--- src/rtl/dual_sensor_oversample_scaler_unit_macros.svh ---
// assertion macros for the oversample scaler
`ifndef DUAL_SENSOR_OVERSAMPLE_SCALER_UNIT_MACROS_SVH
`define DUAL_SENSOR_OVERSAMPLE_SCALER_UNIT_MACROS_SVH

`ifndef SYNTHESIS

`define DSOS_ASSERT_NOW(label, clk, rst_n, ante, cons) \
    label: assert property (@(posedge clk) disable iff (!rst_n) (ante) |-> (cons)) \
        else $error("dsos assertion failed");

`define DSOS_ASSERT_NEXT(label, clk, rst_n, ante, cons) \
    label: assert property (@(posedge clk) disable iff (!rst_n) (ante) |=> (cons)) \
        else $error("dsos assertion failed");

`else

`define DSOS_ASSERT_NOW(label, clk, rst_n, ante, cons)

`define DSOS_ASSERT_NEXT(label, clk, rst_n, ante, cons)

`endif

`endif

--- src/rtl/dsos_pkg.sv ---
`default_nettype none

package dsos_pkg;

    localparam int OVERSAMPLE_LOG2 = 3;
    localparam int OVERSAMPLE      = 1 << OVERSAMPLE_LOG2;

    localparam int DATA_W   = 10;
    localparam int LEVEL_W  = 8;
    localparam int SUM_W    = 16;
    localparam int PAIR_W   = 7;
    localparam int AVG_W    = SUM_W - OVERSAMPLE_LOG2;
    localparam int CNT_W    = $clog2(DATA_W);
    localparam int ADDR_W   = 5;
    localparam int PDATA_W  = 32;
    localparam int REG_IDX_W = 3;

    localparam logic [REG_IDX_W-1:0] REG_MIN_A    = 3'd0;
    localparam logic [REG_IDX_W-1:0] REG_MAX_A    = 3'd1;
    localparam logic [REG_IDX_W-1:0] REG_DIV_A    = 3'd2;
    localparam logic [REG_IDX_W-1:0] REG_MIN_B    = 3'd3;
    localparam logic [REG_IDX_W-1:0] REG_MAX_B    = 3'd4;
    localparam logic [REG_IDX_W-1:0] REG_DIV_B    = 3'd5;
    localparam logic [REG_IDX_W-1:0] REG_INVERT_A = 3'd6;
    localparam logic [REG_IDX_W-1:0] REG_INVERT_B = 3'd7;

    typedef struct packed {
        logic [DATA_W-1:0] min_a;
        logic [DATA_W-1:0] max_a;
        logic [DATA_W-1:0] div_a;
        logic [DATA_W-1:0] min_b;
        logic [DATA_W-1:0] max_b;
        logic [DATA_W-1:0] div_b;
        logic              invert_a;
        logic              invert_b;
    } dsos_cfg_t;

    typedef struct packed {
        logic             go;
        logic             chan;
        logic [SUM_W-1:0] sum;
    } dsos_job_t;

    typedef struct packed {
        logic               busy;
        logic               done;
        logic               chan;
        logic [LEVEL_W-1:0] level;
    } dsos_res_t;

endpackage

`default_nettype wire

--- src/rtl/dual_sensor_oversample_scaler_unit.sv ---
// Averages conversion results that alternate between sensor A and sensor B (A first) over
// eight samples per sensor, clamps each average to the sensor's min and max, subtracts the
// min, optionally mirrors it against the span, and divides by the sensor's divisor into a
// level saturated at 255 (a zero divisor gives 255). A request that does not finish a group
// is accepted while the scaler is idle. A request that finishes a group holds the input
// off while the sum is latched, clamped and mirrored, divided by the bit-serial restoring
// divider (one quotient bit per cycle) and handed to the output register. While that
// register still holds an earlier result that has not been taken, the divider keeps its
// result and the input stays held off until the output register drains.
`default_nettype none

`include "dual_sensor_oversample_scaler_unit_macros.svh"

module dual_sensor_oversample_scaler_unit
    import dsos_pkg::*;
(
    input  wire logic               clk,
    input  wire logic               rst_n,
    input  wire logic               psel,
    input  wire logic               penable,
    input  wire logic               pwrite,
    input  wire logic [ADDR_W-1:0]  paddr,
    input  wire logic [PDATA_W-1:0] pwdata,
    output logic [PDATA_W-1:0]      prdata,
    output logic                    pready,
    input  wire logic               in_valid,
    output logic                    in_ready,
    input  wire logic [DATA_W-1:0]  sample,
    output logic                    out_valid,
    input  wire logic               out_ready,
    output logic                    channel,
    output logic [LEVEL_W-1:0]      level
);

    dsos_cfg_t          cfg_reg;
    dsos_job_t          job;
    dsos_res_t          res;
    logic               take;
    logic               out_valid_reg, out_valid_next;
    logic               channel_reg;
    logic [LEVEL_W-1:0] level_reg;
    logic [REG_IDX_W-1:0] reg_idx;
    logic               wr_en;

    assign pready  = 1'b1;
    assign reg_idx = paddr[ADDR_W-1:2];
    assign wr_en   = psel && penable && pwrite && pready;

    always_ff @(posedge clk or negedge rst_n)
    begin
        if (!rst_n)
        begin
            cfg_reg.min_a    <= '0;
            cfg_reg.max_a    <= '1;
            cfg_reg.div_a    <= DATA_W'(4);
            cfg_reg.min_b    <= '0;
            cfg_reg.max_b    <= '1;
            cfg_reg.div_b    <= DATA_W'(4);
            cfg_reg.invert_a <= 1'b0;
            cfg_reg.invert_b <= 1'b0;
        end
        else if (wr_en)
        begin
            unique case (reg_idx)
                REG_MIN_A:    cfg_reg.min_a    <= pwdata[DATA_W-1:0];
                REG_MAX_A:    cfg_reg.max_a    <= pwdata[DATA_W-1:0];
                REG_DIV_A:    cfg_reg.div_a    <= pwdata[DATA_W-1:0];
                REG_MIN_B:    cfg_reg.min_b    <= pwdata[DATA_W-1:0];
                REG_MAX_B:    cfg_reg.max_b    <= pwdata[DATA_W-1:0];
                REG_DIV_B:    cfg_reg.div_b    <= pwdata[DATA_W-1:0];
                REG_INVERT_A: cfg_reg.invert_a <= pwdata[0];
                REG_INVERT_B: cfg_reg.invert_b <= pwdata[0];
                default:      cfg_reg.min_a    <= cfg_reg.min_a;
            endcase
        end
    end

    always_comb
    begin
        unique case (reg_idx)
            REG_MIN_A:    prdata = PDATA_W'(cfg_reg.min_a);
            REG_MAX_A:    prdata = PDATA_W'(cfg_reg.max_a);
            REG_DIV_A:    prdata = PDATA_W'(cfg_reg.div_a);
            REG_MIN_B:    prdata = PDATA_W'(cfg_reg.min_b);
            REG_MAX_B:    prdata = PDATA_W'(cfg_reg.max_b);
            REG_DIV_B:    prdata = PDATA_W'(cfg_reg.div_b);
            REG_INVERT_A: prdata = PDATA_W'(cfg_reg.invert_a);
            REG_INVERT_B: prdata = PDATA_W'(cfg_reg.invert_b);
            default:      prdata = '0;
        endcase
    end

    assign in_ready = !job.go && !res.busy;

    dsos_accum u_accum
    (
        .clk    (clk),
        .rst_n  (rst_n),
        .accept (in_valid && in_ready),
        .sample (sample),
        .job    (job)
    );

    dsos_scaler u_scaler
    (
        .clk   (clk),
        .rst_n (rst_n),
        .cfg   (cfg_reg),
        .job   (job),
        .take  (take),
        .res   (res)
    );

    // output register, loads when empty or being drained
    assign take = res.done && (!out_valid_reg || out_ready);

    always_comb
    begin
        out_valid_next = out_valid_reg;
        if (take)
        begin
            out_valid_next = 1'b1;
        end
        else if (out_ready)
        begin
            out_valid_next = 1'b0;
        end
    end

    always_ff @(posedge clk or negedge rst_n)
    begin
        if (!rst_n)
        begin
            out_valid_reg <= 1'b0;
        end
        else
        begin
            out_valid_reg <= out_valid_next;
        end
    end

    always_ff @(posedge clk)
    begin
        if (take)
        begin
            channel_reg <= res.chan;
            level_reg   <= res.level;
        end
    end

    assign out_valid = out_valid_reg;
    assign channel   = channel_reg;
    assign level     = level_reg;

    `DSOS_ASSERT_NEXT(a_go_starts_scaler, clk, rst_n, job.go, res.busy)
    `DSOS_ASSERT_NEXT(a_go_single_pulse, clk, rst_n, job.go, !job.go)
    `DSOS_ASSERT_NOW(a_out_from_scaler, clk, rst_n, $rose(out_valid_reg), $past(res.done))

endmodule

`default_nettype wire

--- src/rtl/dsos_accum.sv ---
`default_nettype none

module dsos_accum
    import dsos_pkg::*;
(
    input  wire logic              clk,
    input  wire logic              rst_n,
    input  wire logic              accept,
    input  wire logic [DATA_W-1:0] sample,
    output dsos_job_t              job
);

    logic              next_is_b_reg, next_is_b_next;
    logic [PAIR_W-1:0] pair_count_reg, pair_count_next;
    logic [SUM_W-1:0]  sum_a_reg, sum_a_next;
    logic [SUM_W-1:0]  sum_b_reg, sum_b_next;
    dsos_job_t         job_reg, job_next;
    logic [SUM_W-1:0]  sum_add;
    logic [PAIR_W-1:0] pair_inc;

    assign sum_add  = (next_is_b_reg ? sum_b_reg : sum_a_reg) + SUM_W'(sample);
    assign pair_inc = pair_count_reg + PAIR_W'(1);

    always_comb
    begin
        next_is_b_next  = next_is_b_reg;
        pair_count_next = pair_count_reg;
        sum_a_next      = sum_a_reg;
        sum_b_next      = sum_b_reg;
        job_next        = '{go: 1'b0, chan: next_is_b_reg, sum: sum_add};
        if (accept)
        begin
            next_is_b_next = !next_is_b_reg;
            if (!next_is_b_reg)
            begin
                sum_a_next = sum_add;
                if (pair_count_reg == PAIR_W'(OVERSAMPLE - 1))
                begin
                    job_next.go = 1'b1;
                    sum_a_next  = '0;
                end
            end
            else
            begin
                sum_b_next      = sum_add;
                pair_count_next = pair_inc;
                if (pair_inc == PAIR_W'(OVERSAMPLE))
                begin
                    job_next.go     = 1'b1;
                    sum_b_next      = '0;
                    pair_count_next = '0;
                end
            end
        end
    end

    always_ff @(posedge clk or negedge rst_n)
    begin
        if (!rst_n)
        begin
            next_is_b_reg  <= 1'b0;
            pair_count_reg <= '0;
            sum_a_reg      <= '0;
            sum_b_reg      <= '0;
            job_reg        <= '0;
        end
        else
        begin
            next_is_b_reg  <= next_is_b_next;
            pair_count_reg <= pair_count_next;
            sum_a_reg      <= sum_a_next;
            sum_b_reg      <= sum_b_next;
            job_reg        <= job_next;
        end
    end

    assign job = job_reg;

endmodule

`default_nettype wire

--- src/rtl/dsos_scaler.sv ---
`default_nettype none

module dsos_scaler
    import dsos_pkg::*;
(
    input  wire logic      clk,
    input  wire logic      rst_n,
    input  wire dsos_cfg_t cfg,
    input  wire dsos_job_t job,
    input  wire logic      take,
    output dsos_res_t      res
);

    localparam logic [2:0] S_IDLE   = 3'd0;
    localparam logic [2:0] S_CLAMP  = 3'd1;
    localparam logic [2:0] S_MIRROR = 3'd2;
    localparam logic [2:0] S_DIV    = 3'd3;
    localparam logic [2:0] S_DONE   = 3'd4;

    logic [2:0]        state_reg, state_next;
    logic              chan_reg, chan_next;
    logic [AVG_W-1:0]  avg_reg, avg_next;
    logic [DATA_W-1:0] off_reg, off_next;
    logic [DATA_W-1:0] quo_reg, quo_next;
    logic [DATA_W-1:0] rem_reg, rem_next;
    logic [CNT_W-1:0]  cnt_reg, cnt_next;

    logic [DATA_W-1:0] lo, hi, dv;
    logic              inv;
    logic [DATA_W-1:0] clamped, off_c, span, mir;
    logic [DATA_W+1:0] trial;
    logic              fits;

    assign lo  = chan_reg ? cfg.min_b : cfg.min_a;
    assign hi  = chan_reg ? cfg.max_b : cfg.max_a;
    assign dv  = chan_reg ? cfg.div_b : cfg.div_a;
    assign inv = chan_reg ? cfg.invert_b : cfg.invert_a;

    always_comb
    begin
        priority if (avg_reg > AVG_W'(hi))
            clamped = hi;
        else if (avg_reg < AVG_W'(lo))
            clamped = lo;
        else
            clamped = avg_reg[DATA_W-1:0];
    end

    assign off_c = (clamped >= lo) ? clamped - lo : '0;
    assign span  = (hi >= lo) ? hi - lo : '0;
    assign mir   = (span >= off_reg) ? span - off_reg : '0;

    // one restoring step per cycle, quotient bits shift in from the right
    assign trial = {1'b0, rem_reg, quo_reg[DATA_W-1]} - {2'b00, dv};
    assign fits  = !trial[DATA_W+1];

    always_comb
    begin
        state_next = state_reg;
        chan_next  = chan_reg;
        avg_next   = avg_reg;
        off_next   = off_reg;
        quo_next   = quo_reg;
        rem_next   = rem_reg;
        cnt_next   = cnt_reg;
        unique case (state_reg)
            S_IDLE:
            begin
                if (job.go)
                begin
                    chan_next  = job.chan;
                    avg_next   = job.sum[SUM_W-1:OVERSAMPLE_LOG2];
                    state_next = S_CLAMP;
                end
            end
            S_CLAMP:
            begin
                off_next   = off_c;
                state_next = S_MIRROR;
            end
            S_MIRROR:
            begin
                quo_next   = inv ? mir : off_reg;
                rem_next   = '0;
                cnt_next   = CNT_W'(DATA_W - 1);
                state_next = S_DIV;
            end
            S_DIV:
            begin
                quo_next = {quo_reg[DATA_W-2:0], fits};
                rem_next = fits ? trial[DATA_W-1:0] : {rem_reg[DATA_W-2:0], quo_reg[DATA_W-1]};
                cnt_next = cnt_reg - CNT_W'(1);
                if (cnt_reg == '0)
                begin
                    state_next = S_DONE;
                end
            end
            S_DONE:
            begin
                if (take)
                begin
                    state_next = S_IDLE;
                end
            end
            default:
            begin
                state_next = S_IDLE;
            end
        endcase
    end

    always_ff @(posedge clk or negedge rst_n)
    begin
        if (!rst_n)
        begin
            state_reg <= S_IDLE;
        end
        else
        begin
            state_reg <= state_next;
        end
    end

    always_ff @(posedge clk)
    begin
        chan_reg <= chan_next;
        avg_reg  <= avg_next;
        off_reg  <= off_next;
        quo_reg  <= quo_next;
        rem_reg  <= rem_next;
        cnt_reg  <= cnt_next;
    end

    assign res.busy  = (state_reg != S_IDLE);
    assign res.done  = (state_reg == S_DONE);
    assign res.chan  = chan_reg;
    assign res.level = (|quo_reg[DATA_W-1:LEVEL_W]) ? '1 : quo_reg[LEVEL_W-1:0];

endmodule

`default_nettype wire
--- config.mk ---
export PLATFORM = sky130hd
export DESIGN_NAME = dual_sensor_oversample_scaler_unit
export DESIGN_NICKNAME = d
export VERILOG_FILES = /design/src/rtl/dsos_pkg.sv /design/src/rtl/dual_sensor_oversample_scaler_unit.sv /design/src/rtl/dsos_accum.sv /design/src/rtl/dsos_scaler.sv
export VERILOG_INCLUDE_DIRS = /design/src /design/src/rtl
export SDC_FILE = /design/constraint.sdc
export NUM_CORES = 1
export LEC_CHECK = 0
export ABC_AREA = 1
export BUFFER_PORTS_ARGS = -buffer_cell sky130_fd_sc_hd__buf_2
export CAP_MARGIN = 0
export CORE_ASPECT_RATIO = 0.75
export CORE_UTILIZATION = 65
export CTS_BUF_LIST = sky130_fd_sc_hd__clkbuf_4
export CTS_CLUSTER_SIZE = 28
export DETAILED_ROUTE_END_ITERATION = 8
export PLACE_DENSITY = 0.95
export REMOVE_ABC_BUFFERS = 1
export SLEW_MARGIN = 10
export SYNTH_ARGS = -nofsm -noshare
export SYNTH_HDL_FRONTEND = slang
export SYNTH_SLANG_ARGS = --single-unit
--- constraint.sdc ---
create_clock -name clk -period 7.45 [get_ports clk]
set_input_delay 1.1175 -clock clk [delete_from_list [all_inputs] [get_ports clk]]
set_output_delay 1.1175 -clock clk [all_outputs]
set_load 0.02 [all_outputs]
==> metrics.txt <==
CP peak stage delay=0.67 ns; synthesized area per cell=7.70 µm²; Post-Route Setup TNS=0 ns; Root Driver=clkbuf_4; critical path type=register to register; post-route clock period utilization=69.8%; Tmin final=5.20 ns; Finish-stage setup viols=0; slowest CP cell=o21ai_0; Worst-Margin Slew=1.15 ns; total grt overflow=0; P&R area growth vs syn=5.58%; Rel. slew slack=22.4%; CP most frequent cell=nand2_1; DP Worst Slack=2.60 ns; Cells after DPL=1739; GR Util All Layers=31.8%; die area=18100 µm²; share of layout cells above drive strength 1=10.6%; io pins=98; HP Class=register to register; Post CTS Setup Buffer Count=0; row cnt=41; Post-synth EDFFs=57; # hold bufs at CTS=0; Filler cells=1266; max reg flops=62; post-CTS sizing=0; Remaining DRCs=0; Inserted Diodes=0; TritonCTS clock tree=done; post-synth top area share=21.7%; asr flop ratio synth=68.0%; Critical Path RT=7.80 ns; PwrDens=336 nW/µm²; Clk pin slew, worst setup/hold paths=0.14 ns; Wirelength per Cell=15.3 µm; Area after DPL=11800 µm²; fmax=0.192 GHz; sequential fraction of the synthesis area=41.7%; Vias=10.2k; final instance area=12100 µm²; DP Wirelength=20100 µm; first-pass GRT wire length=45300 µm; WP buf/inv=4; height of the die=117 µm; final total power=4.05 mW; Layout Nets=1654; CORE AREA=17000 µm²; pin count of the biggest net entering global routing=64; largest cells by area after synthesis=dfrtp_1, edfxtp_1, nand2_1, ha_1, o21ai_0; initial antenna violation count=0; Max Slew Vio Count=0; vias in the first global route=9789; #FFs+latches synth=178; Vias/cell=5.75; clk_lat worst skew=0.61 ns; max cap viols=0; fin worst setup slack=2.25 ns; Max IR drop VDD=0.000237 V; routability cong.=0.958; initial DRC count=1079; cell taking the most area after synthesis=dfrtp_1; final hold vios=0; total wire length=27100 µm; DR pass1 iterations=6; Die W=155 µm; CP Max Fanout=48; RSZ-0062 raised after global routing=false; commonest non-fill, non-tap cell in the layout=nand2_1; Port Buffer Count=50; Main synth FF type=dfrtp_1; Mapped Area=11400 µm²; worst endpoint data arrival time=5.55 ns; CP cell instances=buf_4, o21ai_0, ha_1, a21oi_1, o21ai_0, a21oi_1, nand2_1, nand2_1, nand3_1, nand2_1, ha_1, inv_1, fa_1, inv_1, nor2_1, o21ai_0, o2111ai_1, xor2_1, nand2_1, inv_1; status=finished, final reports clean; Leak Pwr=6.06 nW; CP Launch Type=register; Worst path top cell family by delay=compound AO/OA/AOI/OAI gates; Starting Density=67.2%; antenna-violating nets left=0; Post-Syn Instances=1485; CP endpoint kind=register; H-tree depth=4; commonest non-fill, non-tap cells in the layout=nand2_1, inv_1, o21ai_0; synth warn=0; clk_skew=0.0307 ns; Cell Count, Final, Fillers Out=1771; Clock Path Buffers=2; total CTS buffers=17; Clock Sinks=178; number of distinct library cells after synthesis=48
## kinds of logic (layout without fill, tap and decap cells)
family	count (synthesis)	count (layout)	share of synthesized area, %
xor+xnor	26	26	2.06
flops	178	178	41.7
other cells	2	23	0.0656
buf+inv	270	299	9.88
simple gates	652	652	24.1
fa+ha+maj	78	78	8.86
compound gates	279	279	13.4
## through the flow
| stage | hold WS (ns) | utilization (%) |
|---|---|---|
| 4_1_cts | 0.436 | 70.9 |
| 2_1_floorplan | 0.401 | - |
| 3_5_place_dp | 0.404 | 69.2 |
| 6_report | 0.434 | 70.9 |
| 3_3_place_gp | 0.401 | 69.2 |
| 5_1_grt | 0.442 | 70.9 |
## path summary, 6_finish.rpt
| check | endpoint | slack, ns | cells after the start | start |
|---|---|---|---|---|
| setup / recovery | u_scaler.off_reg[8]$_SDFFCE_PN0P_ | 2.25 | 20 | u_scaler.chan_reg$_DFFE_PP_ |
| hold / removal | u_scaler.avg_reg[4]$_DFFE_PP_ | 0.43 | 0 | u_accum.job[7]$_DFF_PN0_ |
| setup reg to reg | u_scaler.off_reg[8]$_SDFFCE_PN0P_ | 2.25 | 20 | u_scaler.chan_reg$_DFFE_PP_ |
| hold reg to reg | u_scaler.avg_reg[4]$_DFFE_PP_ | 0.43 | 0 | u_accum.job[7]$_DFF_PN0_ |
| max in group asynchronous | u_accum.pair_count_reg[5]$_DFFE_PN0P_ | 5.62 | 2 | rst_n |
| min in group asynchronous | cfg_reg[54]$_DFFE_PN0P_ | 0.55 | 1 | rst_n |
## metal layers
metal  track usage [%]  routed length, µm  vias to the layer above
met5                 0                  0                        -
met4              14.8                894                        0
met3              7.66               2830                       85
met2              52.4              12200                      565
met1              40.3              11100                     4679
li1                  -                  -                     4863
## final cells by class
type	instances	area, µm²	area share, %
multi-input cells	1058	5640	46.7
flip-flops and latches	178	4770	39.5
inverters	210	790	6.54
repair buffers	57	305	2.53
well taps	236	295	2.44
clock inverters	14	151	1.25
clock buffers	18	135	1.12
## Yosys cell counts, types with 17 or more instances
master      n
ha_1       73
nand2_1   419
nand4_1    18
o21ai_0   156
nand3_1    74
nor2_1     85
clkbuf_1   28
a21oi_1    61
xor2_1     17
dfrtp_1    99
dfstp_2    22
edfxtp_1   57
buf_4      26
inv_1     201
## where the power goes
part           internal (mW)  switching, mW
Clock                  0.208          0.354
Sequential              1.39          0.165
Combinational          0.628           1.31
(Power assumes the default switching activity.)
